`src/rtl/core/fkhe_pkg.sv`:
```
// Shared types and constants for the flow key header extractor.
package fkhe_pkg;

    localparam int LINK_HEADER_BYTES_DEF = 14;
    localparam int OFFSET_BITS_DEF       = 7;

    localparam int          NS_PER_US = 1000;
    localparam logic [15:0] KIND_IPV4 = 16'h0800;

    typedef enum logic [7:0] {
        P_ICMP = 8'd1,
        P_TCP  = 8'd6,
        P_UDP  = 8'd17
    } t_proto;

    // One byte request from the link side.
    typedef struct packed {
        logic [7:0]  frame_byte;
        logic        last_byte;
        logic [31:0] stamp_sec;
        logic [19:0] stamp_usec;
    } t_in_item;

    // One flow record.
    typedef struct packed {
        logic [4:0]  proto_code;
        logic [7:0]  type_of_service;
        logic [31:0] source_address;
        logic [31:0] dest_address;
        logic [15:0] source_port;
        logic [15:0] dest_port;
        logic [3:0]  header_words;
        logic [15:0] datagram_length;
        logic [7:0]  tcp_flag_bits;
        logic [31:0] time_seconds;
        logic [29:0] time_nanos;
    } t_flow_record;

    // Captured header fields, handed from capture to record build.
    typedef struct packed {
        logic [15:0] ether_kind;
        logic [3:0]  ihl;
        logic [7:0]  proto;
        logic [7:0]  tos;
        logic [31:0] src;
        logic [31:0] dst;
        logic [15:0] sport;
        logic [15:0] dport;
        logic [15:0] len;
        logic [7:0]  flags;
    } t_held;

endpackage

```
`src/rtl/core/fkhe_if.sv`:
```
// Handshake channels of the flow key header extractor.
interface fkhe_in_if import fkhe_pkg::*; ();
    logic     valid;
    logic     ready;
    t_in_item data;

    modport source (output valid, output data, input ready);
    modport sink   (input valid, input data, output ready);
endinterface

interface fkhe_out_if import fkhe_pkg::*; ();
    logic         valid;
    logic         ready;
    t_flow_record data;

    modport source (output valid, output data, input ready);
    modport sink   (input valid, input data, output ready);
endinterface

```
`src/rtl/core/fkhe_capture.sv`:
```
// Byte offset tracking and header field capture.
module fkhe_capture import fkhe_pkg::*; #(
    parameter int LINK_HEADER_BYTES = LINK_HEADER_BYTES_DEF,
    parameter int OFFSET_BITS       = OFFSET_BITS_DEF
) (
    input  logic       i_clk,
    input  logic       i_rst_n,
    input  logic       i_take,
    input  logic [7:0] i_frame_byte,
    input  logic       i_last_byte,
    output t_held      o_held
);

    // one spare bit so L4 positions never wrap
    localparam int PW = OFFSET_BITS + 1;
    localparam logic [PW-1:0] IP = PW'(LINK_HEADER_BYTES);

    logic [OFFSET_BITS-1:0] r_offset;
    logic [OFFSET_BITS-1:0] n_offset;
    t_held                  r_held;
    t_held                  cap;
    logic [PW-1:0]          off;
    logic [3:0]             ihl_now;
    logic [PW-1:0]          l4;

    always_comb begin
        cap     = r_held;
        off     = {1'b0, r_offset};
        // IHL byte already places L4 for itself
        ihl_now = (off == IP) ? i_frame_byte[3:0] : r_held.ihl;
        l4      = IP + PW'({ihl_now, 2'b00});

        if (off == IP - PW'(2)) cap.ether_kind[15:8] = i_frame_byte;
        if (off == IP - PW'(1)) cap.ether_kind[7:0]  = i_frame_byte;
        if (off == IP)          cap.ihl              = i_frame_byte[3:0];
        if (off == IP + PW'(1)) cap.tos              = i_frame_byte;
        if (off == IP + PW'(2)) cap.len[15:8]        = i_frame_byte;
        if (off == IP + PW'(3)) cap.len[7:0]         = i_frame_byte;
        if (off == IP + PW'(9)) cap.proto            = i_frame_byte;
        if (off == IP + PW'(12)) cap.src[31:24]      = i_frame_byte;
        if (off == IP + PW'(13)) cap.src[23:16]      = i_frame_byte;
        if (off == IP + PW'(14)) cap.src[15:8]       = i_frame_byte;
        if (off == IP + PW'(15)) cap.src[7:0]        = i_frame_byte;
        if (off == IP + PW'(16)) cap.dst[31:24]      = i_frame_byte;
        if (off == IP + PW'(17)) cap.dst[23:16]      = i_frame_byte;
        if (off == IP + PW'(18)) cap.dst[15:8]       = i_frame_byte;
        if (off == IP + PW'(19)) cap.dst[7:0]        = i_frame_byte;
        if (off == l4)           cap.sport[15:8]     = i_frame_byte;
        if (off == l4 + PW'(1))  cap.sport[7:0]      = i_frame_byte;
        if (off == l4 + PW'(2))  cap.dport[15:8]     = i_frame_byte;
        if (off == l4 + PW'(3))  cap.dport[7:0]      = i_frame_byte;
        if (off == l4 + PW'(13)) cap.flags           = i_frame_byte;

        // saturate at all ones
        n_offset = (&r_offset) ? r_offset : r_offset + 1'b1;
    end

    always_ff @(posedge i_clk) begin
        if (!i_rst_n) begin
            r_offset <= '0;
            r_held   <= '0;
        end else if (i_take) begin
            if (i_last_byte) begin
                r_offset <= '0;
                r_held   <= '0;
            end else begin
                r_offset <= n_offset;
                r_held   <= cap;
            end
        end
    end

    assign o_held = cap;

endmodule

```
`src/rtl/core/fkhe_emit.sv`:
```
// Flow record build and output register.
module fkhe_emit import fkhe_pkg::*; (
    input  logic         i_clk,
    input  logic         i_rst_n,
    input  logic         i_fire,
    input  t_held        i_held,
    input  logic [31:0]  i_stamp_sec,
    input  logic [19:0]  i_stamp_usec,
    input  logic         i_out_ready,
    output logic         o_space,
    output logic         o_valid,
    output t_flow_record o_rec
);

    logic         r_valid;
    t_flow_record r_rec;
    t_flow_record n_rec;
    logic         tcp;
    logic         udp;
    logic         known;

    always_comb begin
        tcp   = (i_held.proto == P_TCP);
        udp   = (i_held.proto == P_UDP);
        known = (i_held.ether_kind == KIND_IPV4) && (tcp || udp || i_held.proto == P_ICMP);

        n_rec = '0;
        if (known) begin
            n_rec.proto_code      = i_held.proto[4:0];
            n_rec.type_of_service = i_held.tos;
            n_rec.source_address  = i_held.src;
            n_rec.dest_address    = i_held.dst;
            if (tcp || udp) begin
                n_rec.source_port = i_held.sport;
                n_rec.dest_port   = i_held.dport;
            end
            n_rec.header_words    = i_held.ihl;
            n_rec.datagram_length = i_held.len;
            if (tcp) begin
                n_rec.tcp_flag_bits = i_held.flags;
            end
        end
        n_rec.time_seconds = i_stamp_sec;
        // 20 x 10 bit product, exactly 30 bits
        n_rec.time_nanos   = 30'(i_stamp_usec) * 30'(NS_PER_US);
    end

    always_ff @(posedge i_clk) begin
        if (!i_rst_n) begin
            r_valid <= 1'b0;
        end else if (i_fire) begin
            r_valid <= 1'b1;
        end else if (i_out_ready) begin
            r_valid <= 1'b0;
        end
    end

    always_ff @(posedge i_clk) begin
        if (i_fire) begin
            r_rec <= n_rec;
        end
    end

    assign o_space = !r_valid || i_out_ready;
    assign o_valid = r_valid;
    assign o_rec   = r_rec;

endmodule

```
`src/rtl/core/flow_key_header_extractor.sv`:
```
// Top level of the flow key header extractor.
//
// Usage:
//   i_req  - byte channel: one Ethernet frame byte per request, wire order,
//            with a last-byte mark and the capture timestamp (seconds and
//            microseconds, sampled with the last byte only).
//   o_rec  - record channel: one flow record per frame, issued after the
//            request that carries the last byte.
// Output: the record is registered and is valid in the cycle after its last byte is accepted.
// Throughput: one byte per cycle, sustained while the record channel keeps
//   up; the record register sits between the two channels, and a record
//   left waiting on o_rec holds off every byte request until it is taken.
// Stall: i_req.ready drops only while a record is pending and o_rec.ready
//   is low; a pending record holds steady until taken.
// Reset: synchronous, active low; clears the byte offset, all captured
//   fields and the record valid flag. No clearing pass is needed.
// Non-IPv4 frames, or protocols other than ICMP/TCP/UDP, give a record with
//   only the time fields set. Header fields a short frame never reached
//   read as zero. Past the top of the offset counter, bytes are ignored.
module flow_key_header_extractor import fkhe_pkg::*; #(
    parameter int LINK_HEADER_BYTES = LINK_HEADER_BYTES_DEF,
    parameter int OFFSET_BITS       = OFFSET_BITS_DEF
) (
    input  logic       i_clk,
    input  logic       i_rst_n,
    fkhe_in_if.sink    i_req,
    fkhe_out_if.source o_rec
);

    logic  take;
    logic  fire;
    logic  space;
    t_held held;

    // a byte is taken whenever the record register can hold a new record
    assign i_req.ready = space;
    assign take        = i_req.valid && space;
    assign fire        = take && i_req.data.last_byte;

    // offset counter and field capture
    fkhe_capture #(
        .LINK_HEADER_BYTES (LINK_HEADER_BYTES),
        .OFFSET_BITS       (OFFSET_BITS)
    ) u_capture (
        .i_clk        (i_clk),
        .i_rst_n      (i_rst_n),
        .i_take       (take),
        .i_frame_byte (i_req.data.frame_byte),
        .i_last_byte  (i_req.data.last_byte),
        .o_held       (held)
    );

    // record build from the fields including the last byte, then register
    fkhe_emit u_emit (
        .i_clk        (i_clk),
        .i_rst_n      (i_rst_n),
        .i_fire       (fire),
        .i_held       (held),
        .i_stamp_sec  (i_req.data.stamp_sec),
        .i_stamp_usec (i_req.data.stamp_usec),
        .i_out_ready  (o_rec.ready),
        .o_space      (space),
        .o_valid      (o_rec.valid),
        .o_rec        (o_rec.data)
    );

endmodule

```
`src/flat_wrapper.sv`:
```
// flat-port wrapper written by rule: the top's interface ports become plain ports
module flow_key_header_extractor_flat import fkhe_pkg::*;
#(
    parameter int LINK_HEADER_BYTES = LINK_HEADER_BYTES_DEF,
    parameter int OFFSET_BITS       = OFFSET_BITS_DEF
)
  (i_clk, i_rst_n, i_req_valid, i_req_data, i_req_ready, o_rec_valid, o_rec_data, o_rec_ready);
  fkhe_in_if i_req_i ();
  fkhe_out_if o_rec_i ();
  input  logic i_clk;
  input  logic i_rst_n;
  input wire logic [$bits(i_req_i.valid)-1:0] i_req_valid;
  input wire logic [$bits(i_req_i.data)-1:0] i_req_data;
  output wire logic [$bits(i_req_i.ready)-1:0] i_req_ready;
  output wire logic [$bits(o_rec_i.valid)-1:0] o_rec_valid;
  output wire logic [$bits(o_rec_i.data)-1:0] o_rec_data;
  input wire logic [$bits(o_rec_i.ready)-1:0] o_rec_ready;
  assign i_req_i.valid = i_req_valid;
  assign i_req_i.data = i_req_data;
  assign i_req_ready = i_req_i.ready;
  assign o_rec_valid = o_rec_i.valid;
  assign o_rec_data = o_rec_i.data;
  assign o_rec_i.ready = o_rec_ready;
  flow_key_header_extractor #(.LINK_HEADER_BYTES(LINK_HEADER_BYTES), .OFFSET_BITS(OFFSET_BITS)) u_core (.i_clk(i_clk), .i_rst_n(i_rst_n), .i_req(i_req_i), .o_rec(o_rec_i));
endmodule
```
`config.mk`:
```
export PLATFORM = sky130hd
export DESIGN_NAME = flow_key_header_extractor_flat
export DESIGN_NICKNAME = d
export VERILOG_FILES = /design/src/rtl/core/fkhe_pkg.sv /design/src/rtl/core/fkhe_if.sv /design/src/rtl/core/fkhe_capture.sv /design/src/rtl/core/fkhe_emit.sv /design/src/rtl/core/flow_key_header_extractor.sv /design/src/flat_wrapper.sv
export SDC_FILE = /design/constraint.sdc
export NUM_CORES = 1
export LEC_CHECK = 0
export BUFFER_PORTS_ARGS = -buffer_cell sky130_fd_sc_hd__buf_2
export CAP_MARGIN = 20
export CORE_MARGIN = 4
export CORE_UTILIZATION = 52
export CTS_CLUSTER_SIZE = 12
export DETAILED_ROUTE_END_ITERATION = 8
export PLACE_DENSITY = 0.76
export SYNTH_ARGS = -nofsm -noshare
export SYNTH_HDL_FRONTEND = slang
export SYNTH_SLANG_ARGS = --single-unit
```
`constraint.sdc`:
```
create_clock -name i_clk -period 5.1 [get_ports i_clk]
set_input_delay 0.255 -clock i_clk [delete_from_list [all_inputs] [get_ports i_clk]]
set_output_delay 0.255 -clock i_clk [all_outputs]
set_load 0.03 [all_outputs]
```
## Word level (Yosys, flattened, before mapping)

Index checks and enable logic that the tools add are counted.

| word-level totals | value |
|---|---|
| flip-flop bits (word level) | 360 |
| input port bits | 65 |
| output and inout bits | 201 |
| logic and storage cells | 92 |

| operators by class | value |
|---|---|
| add/subtract/negate cells | 6 |
| $mul | 1 |
| equality and inequality tests | 25 |
| multiplexer cells | 25 |
| reduce and logical (&&, ||, !) cells | 12 |

Operators by type and width:

| kind | count |
|---|---|
| $mux W156 | 1 |
| $mux W8 | 19 |
| $eq A7 B5 Y1 const B | 9 |
| $eq A7 B8 Y1 | 4 |
| $eq A7 B4 Y1 const B | 4 |
| $mul A20 B7 Y27 const B | 1 |
| $add A7 B2 Y8 const B | 2 |
| $eq A16 B12 Y1 const B | 1 |
| $eq A7 B6 Y1 const B | 2 |
| $mux W7 | 2 |
| $add A7 B1 Y8 const B | 1 |
| $add A7 B4 Y8 const B | 1 |
| $eq A8 B1 Y1 const B | 1 |
| $eq A8 B3 Y1 const B | 1 |
| $eq A8 B5 Y1 const B | 1 |
| $add A4 B6 Y7 const A | 1 |
| $add A7 B1 Y7 const B | 1 |
| $eq A7 B7 Y1 | 1 |
| $reduce_and A7 Y1 | 1 |
| $reduce_and A2 Y1 | 3 |
| $mux W4 | 1 |
| $logic_and A1 B1 Y1 | 3 |
| $logic_or A1 B1 Y1 | 3 |
| $mux W1 | 2 |
| 3 further kinds | 3 |

## Longest topological paths before layout

| depth | value |
|---|---|
| depth in word-level cells | 7 |
| depth in mapped cells | 17 |

## Modules after synthesis

From an unflattened synthesis, not the netlist that was laid out.

| second synthesis, totals | value |
|---|---|
| cell total of the unflattened synthesis | 1649 |
| area total of the unflattened synthesis | 18999.5 µm² |

Modules (own cells, without submodules):

| module | times used | cells an instance | area each (µm²) |
|---|---|---|---|
| fkhe_emit | 1 | 746 | 10432.5 |
| fkhe_capture | 1 | 901 | 8554.5 |
| flow_key_header_extractor | 1 | 2 | 12.5 |

## Least setup slack after synthesis

OpenSTA, ideal clock, no wires.

| path | value |
|---|---|
| kind | register to register |
| from | reg u_core.u_emit.r_valid (netlist: u_core.u_emit.o_valid) |
| to | reg u_core.u_capture.r_offset[1] |
| data arrival time | 5.624 ns |
| required time | 4.978 ns |
| path slack | -0.645 ns |
| cell stages (with the launch flop) | 9 |
| buffers on the path | 1 |
| cells stage by stage | dfxtp_1 nand2b_1 and2_1 clkbuf_1 nand2_1 inv_1 nor2_1 a32oi_1 nor2b_1 |

| between the ends | value |
|---|---|
| word-level cells in the longest chain between the ends | 4 |

RTL lines:

| what | RTL line | RTL |
|---|---|---|
| from (decl) | fkhe_emit.sv:15 | `logic r_valid;` |
| from (signal assigned) | fkhe_emit.sv:50 | `r_valid <= 1'b0;` |
| from (signal assigned) | fkhe_emit.sv:52 | `r_valid <= 1'b1;` |
| from (signal assigned) | fkhe_emit.sv:54 | `r_valid <= 1'b0;` |
| $logic_not A1 Y1 | fkhe_emit.sv:64 | `assign o_space = !r_valid \|\| i_out_ready;` |
| $logic_or A1 B1 Y1 | fkhe_emit.sv:64 |  |
| named net i_req_ready | flat_wrapper.sv:14 | `output wire logic [$bits(i_req_i.ready)-1:0] i_req_ready;` |
| $logic_and A1 B1 Y1 | flow_key_header_extractor.sv:37 | `assign take = i_req.valid && space;` |
| $reduce_and A2 Y1 (no source line) | n/a |  |
| to (signal assigned) | fkhe_capture.sv:67 | `r_offset <= n_offset;` |
| to (decl) | fkhe_capture.sv:18 | `logic [OFFSET_BITS-1:0] r_offset;` |

The timed path passes the listed nets, and every way through them passes these cells.
A chain may end at the register's enable or synchronous reset.

==> flow_summary.toml <==
[place]
io_buffers = 262
place_hpwl_um = 31120
routabilityCongestion = 0.9076

[sta]
worst_pin_slew_ns = 0.9872
finalSetupViolations = 0
slew_headroom = 0.3405
tns_ns = 0
worst_hold_slack_ns = 0.08941
drv_slew = 0
fin_crit_sh = 0.9348
min_period_ns = 4.768
fmax_mhz = 209.8
finalClockSkew_ns = 0.01743
rsz0062_at_grt = "false"
finalHoldViolCount = 0

[route]
num_vias = 13290
wl_per_cell_um = 19.25
drtIter0Drc = 1023
via_per_inst = 5.521
route.antenna.remaining_nets = 0
drc = 0
wl_um = 46340
drt_first_pass_iters = 5

[finish]
layout-drive-gt1-share = 0.1926
diodes = 0
fillers = 2807
fin_util = 0.6259
syn_to_final_growth_pct = 17.78
fin_nets = 2125

[grt]
grt_pass1_wl_um = 72890
globalRoute.totalOverflow = 0
grt_max_degree = 120
grt_pass1_vias = 13270
track_usage = 0.2327
antenna_found_initial = 0

[hold_path]
hold_class = "input pin to register"

[synth]
synthTopCellsByArea = "edfxtp_1, dfxtp_1, fa_1"
yosys-top-cells-count = "edfxtp_1, nor2_1, dfxtp_1"
synth_edf_count = 196
ys_ff_latch = 360
avgSynthCellArea_um2 = 11.16
ys.flop_type = "edfxtp_1"
ys_types = 75
yosysTopAreaCell = "edfxtp_1"
synth_top_area_share = 0.3175
ys_seq_area_frac = 0.4946
syn_area_mm2 = 0.01854
synth.most_common_cell = "edfxtp_1"
syn_inst = 1661
postSynth.asyncResetShare = 0
ys_warn_count = 0

[power]
power_density_mw_per_mm2 = 409.5
p_leak_nw = 8.816
ir_drop_mv = 0.3860

[die]
start_util = 0.5315
die_area_mm2 = 0.03874
core_area_mm2 = 0.03488
io_pins = 266
die_y_um = 196.8
die_w_um = 196.8
num_rows = 68

[clock_tree]
clkSinkCount = 360
clock_latency_ns = 0.53
cts_buffers = 39
cts_tree = "yes"
cts_root_buf = "clkbuf_16"
clk_pin_slew_worst_paths_ns = 0.06
clockBufferDepth = 3
htreeDepth = 2

[setup_path]
cp.arrival_ns = 5.04
r2r_setup_slack_ns = 0.95
worstPathMaxFanout = 5
crit_type = "input pin to register"
cp-end-kind = "register"
critPathRequiredTime_ns = 5.37
critPathLaunchType = "input pin"

[status]
status = "complete, no violations"

[job]
maxCapViolCount = 0
worst paths after layout:
kind                                     start  depth (start not counted)                           to
setup / recovery                 i_req_data[0]                         18      u_core.u_emit.o_rec[29]
hold / removal                   i_req_data[2]                          2       u_core.u_emit.o_rec[5]
setup reg to reg  u_core.u_capture.r_offset[5]                         12      u_core.u_emit.o_rec[63]
hold reg to reg    u_core.u_capture.r_held[46]                          2  u_core.u_capture.r_held[46]
per-layer routing:
layer,part of all wire,GRT usage,vias up
met1,0.41,0.3081,6438
met2,0.49,0.3915,454
met3,0.075,0.04872,76
met5,0,0,-
met4,0.024,0.06446,0
li1,-,-,6321
registers in the layout (all words and copies together) (netlist names):
signal                     cells
u_core.u_emit.o_rec          196
u_core.u_capture.r_offset      7
u_core.u_emit.o_valid          1
u_core.u_capture.r_held      156
worst max-delay path, stage by stage:
cell,delay [ns]
dlygate4sd3_1,0.54
buf_2,0.17
fa_1,0.53
fa_1,0.52
inv_1,0.05
fa_1,0.49
fa_1,0.53
inv_1,0.05
ha_1,0.34
o21ai_0,0.16
o21ai_1,0.16
a2111oi_2,0.38
buf_4,0.17
o21ai_1,0.12
a41oi_2,0.22
o21ai_1,0.10
a21oi_1,0.18
xnor2_1,0.08
cell usage in the layout (no fill, tap or decap), drive strengths merged, types with 9 or more instances in the layout:
cell           n
dfxtp        164
o21a          13
inv          115
o22ai         16
and3          19
edfxtp       196
buf          290
dlygate4sd3   34
o2bb2ai       18
nor3          15
nand3         25
ha            68
o21ai         30
a21boi         9
xor2          13
xnor2         23
nand2         67
and2          23
a21o          20
nor2         169
a21oi         47
clkbuf        62
nor2b        135
mux2i        121
fa            70
a22oi        115
cell type report:
type,count,area (um^2),area share
sequential,360,9169,0.4199
multi-input combinational,1084,8509,0.3897
timing repair buffer,324,1929,0.08836
clock buffer,62,1139,0.05215
tap,455,569.3,0.02607
inverter,113,427.9,0.01960
clock inverter,9,91.34,0.004183
repair_timing:
item,in CTS,in global routing
setup buffers,0,0
setup endpoints to repair,0,3
gates resized for setup,0,4
hold buffers,34,0
hold endpoints to repair,34,0
where the power goes:
group / internal, W / switching [W] / total (W)
Sequential: 0.00333 / 0.0000467 / 0.00338
Clock: 0.00159 / 0.00113 / 0.00273
Combinational: 0.00111 / 0.00173 / 0.00284
through the flow:
stage / instance area, um^2 / total power, W / cells / setup slack (ns)
2_1_floorplan: 18550 / 0.005413 / 1664 / 0.4734
3_3_place_gp: 20190 / 0.006088 / 2300 / 0.2218
3_5_place_dp: 20220 / 0.006151 / 2301 / 0.1662
4_1_cts: 21790 / 0.008941 / 2406 / 0.1398
5_1_grt: 21830 / 0.009458 / 2407 / 0.01071
6_report: 21830 / 0.008940 / 2407 / 0.3324
logic make-up (layout without fill, tap and decap cells):
logic type / after synthesis / in the layout / share of synthesized area
XOR/XNOR: 36 / 36 / 0.01701
AND/OR/NAND/NOR: 485 / 485 / 0.1359
buffers and inverters: 220 / 508 / 0.04866
adder cells (fa/ha/maj): 138 / 138 / 0.1215
AO/OA/AOI/OAI: 297 / 297 / 0.1143
other: 1 / 4 / 0.0002023
multiplexers: 124 / 124 / 0.06783
flip-flops: 360 / 360 / 0.4946
No activity file was read; power rests on OpenSTA's default activity.
